### src/hdl/jlbi_pkg.sv
`timescale 1ns / 1ps

package jlbi_pkg;

    localparam int unsigned CODE_W  = 21;
    localparam int unsigned QDEPTH  = 2;
    localparam int unsigned QPTR_W  = (QDEPTH > 1) ? $clog2(QDEPTH) : 1;
    localparam int unsigned QCNT_W  = $clog2(QDEPTH + 1);

    localparam logic [CODE_W-1:0] SEP_RESET = 21'h00200B;
    localparam logic [CODE_W-1:0] ZWSP      = 21'h00200B;
    localparam logic [CODE_W-1:0] TAB       = 21'h000009;

    typedef logic [CODE_W-1:0] code_t;

    typedef struct packed {
        code_t held_code;
        code_t cur_code;
        logic  emit_held;
        logic  emit_sep;
        logic  emit_cur;
        logic  last;
        logic  bad;
    } cmd_t;

    function automatic logic is_gap(input code_t v);
        return (v == TAB) || (v == ZWSP);
    endfunction

    function automatic logic is_hira(input code_t v);
        return v inside {[21'h003040:21'h00309F]};
    endfunction

    function automatic logic is_kata(input code_t v);
        return v inside {[21'h0030A0:21'h0030FF]};
    endfunction

    function automatic logic is_ideograph(input code_t v);
        return v inside {[21'h004E00:21'h009FAF]};
    endfunction

    function automatic logic is_num(input code_t v);
        return v inside {[21'h000030:21'h000039], [21'h00FF10:21'h00FF19]};
    endfunction

    function automatic logic is_west(input code_t v);
        return v inside {[21'h000041:21'h00005A], [21'h00FF21:21'h00FF3A],
                         [21'h000061:21'h00007A], [21'h00FF41:21'h00FF5A]};
    endfunction

    function automatic logic is_brk_after(input code_t v);
        return v inside {
            21'h003000, 21'h003001, 21'h003002, 21'h003009, 21'h00300B, 21'h00300D,
            21'h00300F, 21'h003011, 21'h003015, 21'h003017, 21'h003019, 21'h00301B,
            21'h00FF01, 21'h00FF09, 21'h00FF1A};
    endfunction

    function automatic logic is_no_end(input code_t v);
        return v inside {
            21'h000028, 21'h00005B, 21'h00FF5B, 21'h003014, 21'h003008, 21'h00300A,
            21'h00300C, 21'h00300E, 21'h003010, 21'h003018, 21'h003016, 21'h00301D,
            21'h002018, 21'h00201C, 21'h00FF5F, 21'h0000AB};
    endfunction

    function automatic logic is_no_start(input code_t v);
        return v inside {
            21'h000029, 21'h00005D, 21'h00FF5D, 21'h003015, 21'h003009, 21'h00300B,
            21'h00300D, 21'h00300F, 21'h003011, 21'h003019, 21'h003017, 21'h00301F,
            21'h002019, 21'h00201D, 21'h00FF60, 21'h0000BB, 21'h0030FD, 21'h0030FE,
            21'h0030FC, 21'h0030A1, 21'h0030A3, 21'h0030A5, 21'h0030A7, 21'h0030A9,
            21'h0030C3, 21'h0030E3, 21'h0030E5, 21'h0030E7, 21'h0030EE, 21'h0030F5,
            21'h0030F6, 21'h003041, 21'h003043, 21'h003045, 21'h003047, 21'h003049,
            21'h003063, 21'h003083, 21'h003085, 21'h003087, 21'h00308E, 21'h003095,
            21'h003096, 21'h0031F0, 21'h0031F1, 21'h0031F2, 21'h0031F3, 21'h0031F4,
            21'h0031F5, 21'h0031F6, 21'h0031F7, 21'h0031F8, 21'h0031F9, 21'h0031FA,
            21'h0031FB, 21'h0031FC, 21'h0031FD, 21'h0031FE, 21'h0031FF, 21'h003005,
            21'h00303B, 21'h002010, 21'h0030A0, 21'h002013, 21'h00301C, 21'h00003F,
            21'h000021, 21'h00203C, 21'h002047, 21'h002048, 21'h002049, 21'h0030FB,
            21'h003001, 21'h00003A, 21'h00003B, 21'h00002C, 21'h003002, 21'h00002E};
    endfunction

    function automatic logic break_ok(input code_t a, input code_t b);
        logic r;
        r = 1'b0;
        if (is_gap(a) || is_gap(b)) begin
            r = 1'b0;
        end else if (is_no_end(a)) begin
            r = 1'b0;
        end else if (is_no_start(b)) begin
            r = 1'b0;
        end else if (is_brk_after(a)) begin
            r = 1'b1;
        end else if ((is_num(a) || is_west(a)) && (is_num(b) || is_west(b))) begin
            r = 1'b0;
        end else if (is_num(a)) begin
            r = is_hira(b) || is_kata(b) || is_west(b);
        end else if (is_hira(a)) begin
            r = is_ideograph(b) || is_kata(b) || is_west(b) || is_num(b);
        end else if (is_kata(a)) begin
            r = is_ideograph(b) || is_west(b) || is_num(b);
        end else if (is_ideograph(a)) begin
            r = is_kata(b) || is_west(b) || is_num(b);
        end else if (is_west(a)) begin
            r = is_kata(b) || is_ideograph(b) || is_num(b);
        end
        return r;
    endfunction

    // number of UTF-8 bytes minus one
    function automatic logic [1:0] code_len(input code_t v);
        logic [1:0] n;
        if (v < 21'h000080) begin
            n = 2'd0;
        end else if (v < 21'h000800) begin
            n = 2'd1;
        end else if (v < 21'h010000) begin
            n = 2'd2;
        end else begin
            n = 2'd3;
        end
        return n;
    endfunction

    function automatic logic [7:0] code_byte(input code_t v, input logic [1:0] idx);
        logic [7:0] b;
        case (code_len(v))
            2'd0: begin
                b = {1'b0, v[6:0]};
            end
            2'd1: begin
                b = (idx == 2'd0) ? {3'b110, v[10:6]} : {2'b10, v[5:0]};
            end
            2'd2: begin
                case (idx)
                    2'd0:    b = {4'b1110, v[15:12]};
                    2'd1:    b = {2'b10, v[11:6]};
                    default: b = {2'b10, v[5:0]};
                endcase
            end
            default: begin
                case (idx)
                    2'd0:    b = {5'b11110, v[20:18]};
                    2'd1:    b = {2'b10, v[17:12]};
                    2'd2:    b = {2'b10, v[11:6]};
                    default: b = {2'b10, v[5:0]};
                endcase
            end
        endcase
        return b;
    endfunction

endpackage

### src/hdl/jlbi_front.sv
`timescale 1ns / 1ps

module jlbi_front (
    input  logic            aclk,
    input  logic            aresetn,
    input  logic            s_valid,
    output logic            s_ready,
    input  logic [7:0]      s_in_byte,
    input  logic            s_in_last,
    input  logic            q_full,
    output logic            q_push,
    output jlbi_pkg::cmd_t  q_cmd
);

    jlbi_pkg::code_t accum_reg, accum_next;
    logic [1:0]      rem_reg, rem_next;
    jlbi_pkg::code_t held_reg, held_next;
    logic            held_valid_reg, held_valid_next;

    logic            accept;
    logic            done;
    jlbi_pkg::code_t cp;

    assign s_ready = !q_full;
    assign accept  = s_valid && s_ready;

    always_comb begin
        accum_next      = accum_reg;
        rem_next        = rem_reg;
        held_next       = held_reg;
        held_valid_next = held_valid_reg;
        done            = 1'b0;
        cp              = '0;

        q_cmd           = '0;
        q_cmd.held_code = held_reg;
        q_cmd.last      = s_in_last;

        // decode
        if (rem_reg == 2'd0) begin
            if (!s_in_byte[7]) begin
                cp   = {13'd0, s_in_byte};
                done = 1'b1;
            end else if (s_in_byte[7:5] == 3'b110) begin
                accum_next = {16'd0, s_in_byte[4:0]};
                rem_next   = 2'd1;
            end else if (s_in_byte[7:4] == 4'b1110) begin
                accum_next = {17'd0, s_in_byte[3:0]};
                rem_next   = 2'd2;
            end else begin
                accum_next = {18'd0, s_in_byte[2:0]};
                rem_next   = 2'd3;
            end
        end else begin
            accum_next = {accum_reg[14:0], s_in_byte[5:0]};
            rem_next   = rem_reg - 2'd1;
            if (rem_reg == 2'd1) begin
                cp   = accum_next;
                done = 1'b1;
            end
        end

        q_cmd.cur_code = cp;

        // classify
        if (done) begin
            if (!held_valid_reg) begin
                if (s_in_last) begin
                    q_cmd.emit_cur = 1'b1;
                end else begin
                    held_next       = cp;
                    held_valid_next = 1'b1;
                end
            end else if (jlbi_pkg::is_gap(held_reg) && jlbi_pkg::is_gap(cp)) begin
                q_cmd.emit_cur = s_in_last;
            end else begin
                q_cmd.emit_held = 1'b1;
                q_cmd.emit_sep  = jlbi_pkg::break_ok(held_reg, cp);
                q_cmd.emit_cur  = s_in_last;
                held_next       = cp;
            end
        end else if (s_in_last && held_valid_reg) begin
            q_cmd.emit_held = 1'b1;
            q_cmd.bad       = 1'b1;
        end

        if (s_in_last) begin
            accum_next      = '0;
            rem_next        = 2'd0;
            held_next       = '0;
            held_valid_next = 1'b0;
        end

        q_push = accept && (q_cmd.emit_held || q_cmd.emit_sep || q_cmd.emit_cur);
    end

    always_ff @(posedge aclk) begin
        if (!aresetn) begin
            accum_reg      <= '0;
            rem_reg        <= 2'd0;
            held_reg       <= '0;
            held_valid_reg <= 1'b0;
        end else if (accept) begin
            accum_reg      <= accum_next;
            rem_reg        <= rem_next;
            held_reg       <= held_next;
            held_valid_reg <= held_valid_next;
        end
    end

endmodule

### src/hdl/jlbi_queue.sv
`timescale 1ns / 1ps

module jlbi_queue (
    input  logic            aclk,
    input  logic            aresetn,
    input  logic            push,
    input  jlbi_pkg::cmd_t  push_cmd,
    output logic            full,
    input  logic            pop,
    output jlbi_pkg::cmd_t  head,
    output logic            empty
);

    jlbi_pkg::cmd_t                  mem_reg [jlbi_pkg::QDEPTH];
    logic [jlbi_pkg::QPTR_W-1:0]     wr_ptr_reg, wr_ptr_next;
    logic [jlbi_pkg::QPTR_W-1:0]     rd_ptr_reg, rd_ptr_next;
    logic [jlbi_pkg::QCNT_W-1:0]     count_reg, count_next;

    assign full  = (count_reg == jlbi_pkg::QCNT_W'(jlbi_pkg::QDEPTH));
    assign empty = (count_reg == '0);
    assign head  = mem_reg[rd_ptr_reg];

    always_comb begin
        wr_ptr_next = wr_ptr_reg;
        rd_ptr_next = rd_ptr_reg;
        count_next  = count_reg;
        if (push) begin
            wr_ptr_next = (wr_ptr_reg == jlbi_pkg::QPTR_W'(jlbi_pkg::QDEPTH - 1)) ?
                          '0 : wr_ptr_reg + 1'b1;
        end
        if (pop) begin
            rd_ptr_next = (rd_ptr_reg == jlbi_pkg::QPTR_W'(jlbi_pkg::QDEPTH - 1)) ?
                          '0 : rd_ptr_reg + 1'b1;
        end
        if (push && !pop) begin
            count_next = count_reg + 1'b1;
        end else if (pop && !push) begin
            count_next = count_reg - 1'b1;
        end
    end

    always_ff @(posedge aclk) begin
        if (push) begin
            mem_reg[wr_ptr_reg] <= push_cmd;
        end
    end

    always_ff @(posedge aclk) begin
        if (!aresetn) begin
            wr_ptr_reg <= '0;
            rd_ptr_reg <= '0;
            count_reg  <= '0;
        end else begin
            wr_ptr_reg <= wr_ptr_next;
            rd_ptr_reg <= rd_ptr_next;
            count_reg  <= count_next;
        end
    end

endmodule

### src/hdl/jlbi_back.sv
`timescale 1ns / 1ps

module jlbi_back (
    input  logic            aclk,
    input  logic            aresetn,
    input  logic            q_empty,
    input  jlbi_pkg::cmd_t  q_head,
    output logic            q_pop,
    input  jlbi_pkg::code_t sep_code,
    output logic            m_valid,
    input  logic            m_ready,
    output logic [7:0]      m_out_byte,
    output logic            m_out_last,
    output logic            m_bad_end
);

    logic [2:0]      done_reg, done_next;
    logic [1:0]      idx_reg, idx_next;
    logic            m_valid_reg, m_valid_next;
    logic [7:0]      m_byte_reg;
    logic            m_last_reg;
    logic            m_bad_reg;

    logic            load;
    logic [2:0]      en;
    logic [2:0]      pending;
    logic [2:0]      cur_oh;
    jlbi_pkg::code_t code;
    logic [1:0]      len;
    logic [7:0]      byte_val;
    logic            code_end;
    logic            final_byte;

    assign load = !q_empty && (!m_valid_reg || m_ready);

    always_comb begin
        en      = {q_head.emit_cur, q_head.emit_sep, q_head.emit_held};
        pending = en & ~done_reg;
        cur_oh  = pending & (~pending + 3'd1);
        case (cur_oh)
            3'b001:  code = q_head.held_code;
            3'b010:  code = sep_code;
            default: code = q_head.cur_code;
        endcase
        len        = jlbi_pkg::code_len(code);
        byte_val   = jlbi_pkg::code_byte(code, idx_reg);
        code_end   = (idx_reg == len);
        final_byte = code_end && ((pending & ~cur_oh) == 3'b000);
    end

    always_comb begin
        done_next    = done_reg;
        idx_next     = idx_reg;
        m_valid_next = m_valid_reg;
        q_pop        = 1'b0;
        if (m_valid_reg && m_ready) begin
            m_valid_next = 1'b0;
        end
        if (load) begin
            m_valid_next = 1'b1;
            if (final_byte) begin
                done_next = 3'b000;
                idx_next  = 2'd0;
                q_pop     = 1'b1;
            end else if (code_end) begin
                done_next = done_reg | cur_oh;
                idx_next  = 2'd0;
            end else begin
                idx_next = idx_reg + 2'd1;
            end
        end
    end

    always_ff @(posedge aclk) begin
        if (!aresetn) begin
            done_reg    <= 3'b000;
            idx_reg     <= 2'd0;
            m_valid_reg <= 1'b0;
        end else begin
            done_reg    <= done_next;
            idx_reg     <= idx_next;
            m_valid_reg <= m_valid_next;
        end
    end

    always_ff @(posedge aclk) begin
        if (load) begin
            m_byte_reg <= byte_val;
            m_last_reg <= q_head.last && final_byte;
            m_bad_reg  <= q_head.bad && final_byte;
        end
    end

    assign m_valid    = m_valid_reg;
    assign m_out_byte = m_byte_reg;
    assign m_out_last = m_last_reg;
    assign m_bad_end  = m_bad_reg;

endmodule

### src/hdl/japanese_line_break_inserter_unit.sv
`timescale 1ns / 1ps

// Kinsoku line break inserter: takes a UTF-8 string one byte per item (s_in_last on the
// final byte) and returns it one byte per item with the separator code point (cfg_wr_data,
// reset U+200B) inserted wherever the Japanese kinsoku and script-class rules allow a break;
// runs of tabs and zero-width spaces collapse to one member. The decoder takes one input
// item per cycle while the queue is not full, and passes a command through a two-entry
// queue to the encoder, which writes one output byte per cycle while a command waits and
// m_ready does not stall it. An input item releases 0 to 12 output bytes.
// Output lags the input by one code point, and m_bad_end on the final byte marks a string
// cut off inside a code point. Write cfg_wr_en only while the block is idle.

module japanese_line_break_inserter_unit (
    input  logic        aclk,
    input  logic        aresetn,
    input  logic        cfg_wr_en,
    input  logic [20:0] cfg_wr_data,
    input  logic        s_valid,
    output logic        s_ready,
    input  logic [7:0]  s_in_byte,
    input  logic        s_in_last,
    output logic        m_valid,
    input  logic        m_ready,
    output logic [7:0]  m_out_byte,
    output logic        m_out_last,
    output logic        m_bad_end
);

    jlbi_pkg::code_t sep_reg;
    logic            q_push;
    logic            q_full;
    logic            q_pop;
    logic            q_empty;
    jlbi_pkg::cmd_t  q_cmd;
    jlbi_pkg::cmd_t  q_head;

    always_ff @(posedge aclk) begin
        if (!aresetn) begin
            sep_reg <= jlbi_pkg::SEP_RESET;
        end else if (cfg_wr_en) begin
            sep_reg <= cfg_wr_data;
        end
    end

    jlbi_front u_front (
        .aclk      (aclk),
        .aresetn   (aresetn),
        .s_valid   (s_valid),
        .s_ready   (s_ready),
        .s_in_byte (s_in_byte),
        .s_in_last (s_in_last),
        .q_full    (q_full),
        .q_push    (q_push),
        .q_cmd     (q_cmd)
    );

    jlbi_queue u_queue (
        .aclk     (aclk),
        .aresetn  (aresetn),
        .push     (q_push),
        .push_cmd (q_cmd),
        .full     (q_full),
        .pop      (q_pop),
        .head     (q_head),
        .empty    (q_empty)
    );

    jlbi_back u_back (
        .aclk       (aclk),
        .aresetn    (aresetn),
        .q_empty    (q_empty),
        .q_head     (q_head),
        .q_pop      (q_pop),
        .sep_code   (sep_reg),
        .m_valid    (m_valid),
        .m_ready    (m_ready),
        .m_out_byte (m_out_byte),
        .m_out_last (m_out_last),
        .m_bad_end  (m_bad_end)
    );

endmodule

### config.mk
export PLATFORM = sky130hd
export DESIGN_NAME = japanese_line_break_inserter_unit
export DESIGN_NICKNAME = d
export VERILOG_FILES = /design/src/hdl/jlbi_pkg.sv /design/src/hdl/jlbi_front.sv /design/src/hdl/jlbi_queue.sv /design/src/hdl/jlbi_back.sv /design/src/hdl/japanese_line_break_inserter_unit.sv
export SDC_FILE = /design/constraint.sdc
export NUM_CORES = 1
export LEC_CHECK = 0
export BUFFER_PORTS_ARGS = -buffer_cell sky130_fd_sc_hd__buf_2
export CAP_MARGIN = 20
export CORE_ASPECT_RATIO = 1.5
export CORE_MARGIN = 3
export CORE_UTILIZATION = 56
export DETAILED_ROUTE_END_ITERATION = 6
export PLACE_DENSITY = 0.88
export SETUP_SLACK_MARGIN = 0.3
export SLEW_MARGIN = 20
export SYNTH_ARGS = -nofsm -noshare
export SYNTH_HDL_FRONTEND = slang
export SYNTH_SLANG_ARGS = --single-unit
### constraint.sdc
create_clock -name aclk -period 4.3 [get_ports aclk]
set_input_delay 0.215 -clock aclk [delete_from_list [all_inputs] [get_ports aclk]]
set_output_delay 0.215 -clock aclk [all_outputs]
set_load 0.01 [all_outputs]
==> metrics.cfg, run 1 <==
[die]
fp.dieArea_um2=17600
die_x_um=109
core-area_um2=15700
fp.dieH_um=161
start_util_pct=57.2
io_pins=47
num_rows=56

[logic_synthesis]
seq_area_frac_synth_pct=50.6
synth_flop_cell=edfxtp_1
synth.net_count=943
synth_most_common_cell=edfxtp_1
yosys_register_bits=175
syn_inst=903
ys_async_sr_fraction_pct=0
synth_cell_types=83
synth_common_cells=104 x edfxtp_1, 103 x nor2_1, 71 x dfxtp_1
synth.avg_cell_area_um2=9.95
synth_warnings=0
synth_edf_count=104
synth_top_area_share_pct=34.8
netlist_area_um2=8980
synthTopCellsByArea=edfxtp_1 35%, dfxtp_1 16%, mux2i_1 4.8%, nor2_1 4.3%, o21ai_0 2.4%
yosysTopAreaCell=edfxtp_1

[routing]
drt_iter0_drc=822
topRoutingLayerUsed=met4
ant_nets=0
wl_per_cell_um=21.9
route.met2.wl_um=13000
wl_met3_um=1720
vias=7728
via_per_inst=6.73
wl_um=25200
dr.pass1.iters=6
drt-met1-wl_um=8810
drc_errors=0

[clock_tree]
h-tree-depth=4
cts_buffers=17
clk_path_buf_depth=2
clkTransAtPathRegs_ps=70
clock-sinks=175
cts_root_buffer=clkbuf_16
cts_tree=yes
clk_latency_ps=440

[status]
outcome=finished, violations left
violations=hold timing

[final_layout]
largest_reg_flops=94
n_antenna_cell=0
drive_gt1_share_pct=15.1
synthToLayoutAreaGrowth_pct=12.2
fin_nets=972

[critical_path]
critPathArrivalTime_ps=4150
criticalPathCategory=flip-flop to flip-flop
cp_common_cell=buf_4
path_cells=mux2i_4 > buf_4 > buf_4 > or4_1 > o31ai_1 > a211oi_1 > buf_4 > or4_4 > o31ai_2 > a41oi_4 > nor3_4 > inv_1 > ha_1 > or3_1 > a21oi_1
critPathLaunchType=flip-flop
slowest_stage=or4_4
crit_path_max_fanout=9
critPathCaptureType=flip-flop
cpPeakStageDelay_ps=470
cp_top_family=simple AND/OR/NAND/NOR gates
required_ps=4660
critPathBufInv=4

[timing]
fin_setup_tns_ps=0
clock_skew_ps=12.4
setup_viol=0
finalWorstPathRequiredPeriod_ps=3790
maxClockFrequency_mhz=264
final-hold-violation-count=1
rsz0062_at_grt=no
drv_slew=0
holdWs_ps=-0.422
max_slew_margin_pct=46.2
tightest_slew_ps=798
period_share_pct=88.1

[pwr]
max-vdd-ir-drop_mv=0.304
power.density_nw_per_um2=394
total_power_mw=3.97
leakagePower_nw=3.57

[placement]
gp_congestion=1.04
dp_hpwl_um=17800
portBuffers=46

[global_route]
antenna_found_initial=0
grt_pass1_wl_um=40300
overflow=0
gr-usage-all-layers_pct=29.4
grt_max_degree=48
grt_pass1_vias=7676

[flow_run]
max_cap_violations=0

[hold_path]
min_path_type=input pin to flip-flop

kinds of logic after synthesis:
| logic type | synth area share, % |
|---|---|
| xor+xnor | 0.683 |
| mux | 5.32 |
| compound gates | 20.1 |
| flops | 50.6 |
| buf+inv | 4.89 |
| fa+ha+maj | 0.696 |
| simple gates | 17.7 |
area by class of cell:
type | count | area [um2]
fill | 1198 | 5620
multi-input combinational | 622 | 4040
sequential | 175 | 4550
inverter | 35 | 131
tap | 203 | 254
clock buffer | 20 | 465
timing repair buffer | 81 | 518
clock inverter | 12 | 119
per-stage QoR:
stage / worst slack (ps) / cell area [um2] / cells / util [%] / hold WS [ps]
finish: 510 / 10100 / 1148 / 64.2 / -0.422
global route: 299 / 10100 / 1148 / 64.2 / 16.1
CTS: 358 / 10000 / 1144 / 63.9 / 0.751
global placement: 510 / 9450 / 1112 / 60.2 / 423
detailed placement: 385 / 9450 / 1112 / 60.2 / 436
floorplan: 685 / 8980 / 903 / - / 314
placed cells by master, fill, tap and decap left out, types with 13 or more instances in the layout:
cell / count
dfxtp_1: 70
nor4_1: 16
a21oi_1: 41
nor3_1: 24
mux2i_1: 43
buf_4: 33
o22ai_1: 18
inv_1: 33
edfxtp_1: 104
a22o_1: 21
a22oi_1: 13
buf_2: 46
o21ai_0: 43
nor2_1: 103
nand3_1: 21
and3_1: 16
clkbuf_16: 18
nand2_1: 56
metal layers:
layer | track usage, % | vias to the layer above
li1 | - | 3496
met1 | 33.1 | 3633
met2 | 51.3 | 476
met3 | 4.52 | 123
met4 | 17.9 | 0
met5 | 0 | -
power by group:
part / internal [mW] / switching [mW]
clock: 0.814 / 0.690
combinational: 0.199 / 0.365
sequential: 1.86 / 0.0494
worst register-to-register path: cells and delay by family, from the launching register on:
family,cells,cell delay (ps)
simple gates,4,1480
mux,1,240
compound gates,5,770
flops,1,370
fa+ha+maj,1,310
buf+inv,4,540
what timing repair did:
action,in CTS,in global routing
hold endpoints to repair,0,0
endpoints found under the setup margin,0,2
hold buffers,0,0
gates resized for setup,0,1
setup buffers,0,4
worst paths after layout:
check / startpoint / to / slack, ps / cells after the start
worst max-delay path: flip-flop / u_queue.count_reg[1] / 510 / 15
worst min-delay path: cfg_wr_data[3] / sep_reg[3] / -0.4 / 3
worst max register to register: flip-flop / u_queue.count_reg[1] / 510 / 15
worst min register to register: sep_reg[1] / sep_reg[1] / 500 / 2
No activity file was read; power rests on OpenSTA's default activity.
==> run 2: changes to the inputs <==
- CORE_UTILIZATION: 56 -> 60
- PLACE_DENSITY: 0.88 -> 0.89
- clock period: 4.3 -> 4.8 ns (I/O delays scaled with it)
==> metrics.cfg, run 2 (synthesis results as in run 1) <==
[status]
outcome=completed  ; was finished, violations left

[clock_tree]
cts_buffers=17  ; unchanged
clk_path_buf_depth=2  ; unchanged
h-tree-depth=4  ; unchanged
cts_root_buffer=clkbuf_16  ; unchanged
clkTransAtPathRegs_ps=70  ; about the same
clk_latency_ps=430  ; was 440 ps
post_cts_buffers=0  ; unchanged
postCtsHoldBufs=0  ; unchanged
cts-resized-gates=0  ; unchanged
cts_tree=yes  ; unchanged
clock-sinks=175  ; unchanged

[critical_path]
critPathCaptureType=flip-flop  ; unchanged
cpPeakStageDelay_ps=610  ; was 470 ps
criticalPathCategory=flip-flop to flip-flop  ; unchanged
r2r-end=u_queue.count_reg[1]  ; unchanged
critPathArrivalTime_ps=4590  ; was 4150 ps
slowest_stage=dfxtp_2  ; was or4_4
critPathLaunchType=flip-flop  ; unchanged
cp_top_family=simple AND/OR/NAND/NOR gates  ; unchanged
r2r_slack_ps=570  ; was 510 ps
critPathBufInv=3  ; was 4
path_depth=14  ; was 15
path_cells=mux2i_4 > or2_1 > buf_4 > o22ai_1 > a211oi_1 > nor4_2 > buf_4 > xnor2_1 > a41oi_4 > nor3_4 > inv_1 > ha_1 > or3_1 > a21oi_1  ; was mux2i_4 > buf_4 > buf_4 > or4_1 > o31ai_1 > a211oi_1 > buf_4 > or4_4 > o31ai_2 > a41oi_4 > nor3_4 > inv_1 > ha_1 > or3_1 > a21oi_1
crit_path_max_fanout=17  ; was 9
cp_common_cell=buf_4  ; unchanged
required_ps=5160  ; was 4660 ps
worstRegToRegCells=14  ; was 15

[global_route]
gr-usage-all-layers_pct=29.5  ; was 29.4%
grt_pass1_wl_um=38300  ; was 40300 um
antenna_found_initial=0  ; unchanged
grt_pass1_vias=7350  ; was 7676
overflow=0  ; unchanged
grt_max_degree=48  ; unchanged

[placement]
dp_hpwl_um=17000  ; was 17800 um
post-place-ws_ps=582  ; was 385 ps
portBuffers=46  ; unchanged
gp_congestion=1.08  ; was 1.04

[routing]
drc_errors=0  ; unchanged
dr.pass1.iters=6  ; unchanged
topRoutingLayerUsed=met4  ; unchanged
via_per_inst=6.83  ; was 6.73
route.met2.wl_um=12500  ; was 13000 um
vias=7703  ; was 7728
wl_per_cell_um=21.7  ; was 21.9 um
wl_um=24500  ; was 25200 um
ant_nets=0  ; unchanged
wl_met3_um=1670  ; was 1720 um
drt-met1-wl_um=8730  ; was 8810 um
drt_iter0_drc=903  ; was 822

[pwr]
seqPwrFrac_pct=48.6  ; was 47.9%
internal_power_mw=2.57  ; was 2.87 mW
switchingPower_mw=0.952  ; was 1.10 mW
total_power_mw=3.52  ; was 3.97 mW
max-vdd-ir-drop_mv=0.243  ; was 0.304 mV
power.density_nw_per_um2=354  ; was 394 nW/um2
leakagePower_nw=3.49  ; was 3.57 nW
p_clk_share_pct=37.5  ; was 37.9%
pwr-share-comb_pct=13.9  ; was 14.2%
p_sw_share_pct=27.1  ; was 27.8%

[final_layout]
n_fill_cell=1073  ; was 1198
n_antenna_cell=0  ; unchanged
final_cell_mix=104 x edfxtp_1, 103 x nor2_1, 70 x dfxtp_1  ; unchanged
drive_gt1_share_pct=13.7  ; was 15.1%
synthToLayoutAreaGrowth_pct=10.5  ; was 12.2%
largest_reg_flops=94  ; unchanged
layout_commonest_cell=edfxtp_1  ; unchanged
fin_nets=958  ; was 972

[timing]
drv_slew=0  ; unchanged
max_slew_margin_pct=30.2  ; was 46.2%
holdWs_ps=36.2  ; was -0.422 ps
tightest_slew_ps=1040  ; was 798 ps
fin_setup_tns_ps=0  ; unchanged
final-hold-violation-count=0  ; was 1
setup_viol=0  ; unchanged
period_share_pct=88.1  ; about the same
finalWorstPathRequiredPeriod_ps=4230  ; was 3790 ps
rsz0062_at_grt=no  ; unchanged
timing.final.ws_setup_ps=574  ; was 510 ps
clock_skew_ps=10.2  ; was 12.4 ps
maxClockFrequency_mhz=237  ; was 264 MHz

[hold_path]
hold_end=sep_reg[0]  ; was sep_reg[3]
min_path_type=input pin to flip-flop  ; unchanged
min_from=cfg_wr_data[0]  ; was cfg_wr_data[3]
hold_depth=3  ; unchanged

[die]
die_x_um=106  ; was 109 um
fp.dieArea_um2=16500  ; was 17600 um2
start_util_pct=61.5  ; was 57.2%
core-area_um2=14600  ; was 15700 um2
fp.dieH_um=156  ; was 161 um
num_rows=54  ; was 56
io_pins=47  ; unchanged

[flow_run]
max_cap_violations=0  ; unchanged

==> run 2: tightest hold or removal path, stage by stage <==
cell and delay [ps]:
buf_2 80, mux2i_1 60, nand2_1 60
==> run 2: area by class of cell <==
class	count	area, um2	share of cell area [%]
Inverter	35	131	1.32
Clock inverter	11	91.3	0.920
Sequential cell	175	4550	45.8
Multi-Input combinational cell	622	4040	40.7
Timing Repair Buffer	67	388	3.91
Clock buffer	21	482	4.85
Tap cell	196	245	2.47
==> run 2: worst max-delay path by stage <==
stage,to,slack [ps]
after floorplan,u_queue.mem_reg[0][0],1190
after global placement,u_queue.count_reg[1],700
after detailed placement,u_queue.count_reg[1],580
after CTS,u_queue.count_reg[1],510
after global routing,u_queue.count_reg[1],370
final,u_queue.count_reg[1],570
==> run 2: through the flow <==
| stage | util [%] | area, um2 | std cells |
|---|---|---|---|
| 4_1_cts | 67.9 | 9910 | 1127 |
| 2_1_floorplan | - | 8980 | 903 |
| 3_5_place_dp | 64.0 | 9340 | 1095 |
| 3_3_place_gp | 64.0 | 9340 | 1095 |
| 5_1_grt | 68.0 | 9920 | 1127 |
| 6_report | 68.0 | 9920 | 1127 |
==> run 2: power by group through the flow <==
stage | Combinational [mW] | Sequential [mW] | Clock, mW
2_1_floorplan | 0.334 | 1.72 | 0
3_3_place_gp | 0.461 | 1.74 | 0
3_5_place_dp | 0.467 | 1.74 | 0
4_1_cts | 0.473 | 1.71 | 1.33
5_1_grt | 0.525 | 1.71 | 1.40
6_report | 0.488 | 1.71 | 1.32
==> run 2: routing by layer <==
layer | up-vias | track usage, %
met5 | - | 0
met4 | 0 | 18.1
met3 | 128 | 4.89
met2 | 475 | 52.8
met1 | 3627 | 32.6
li1 | 3473 | -
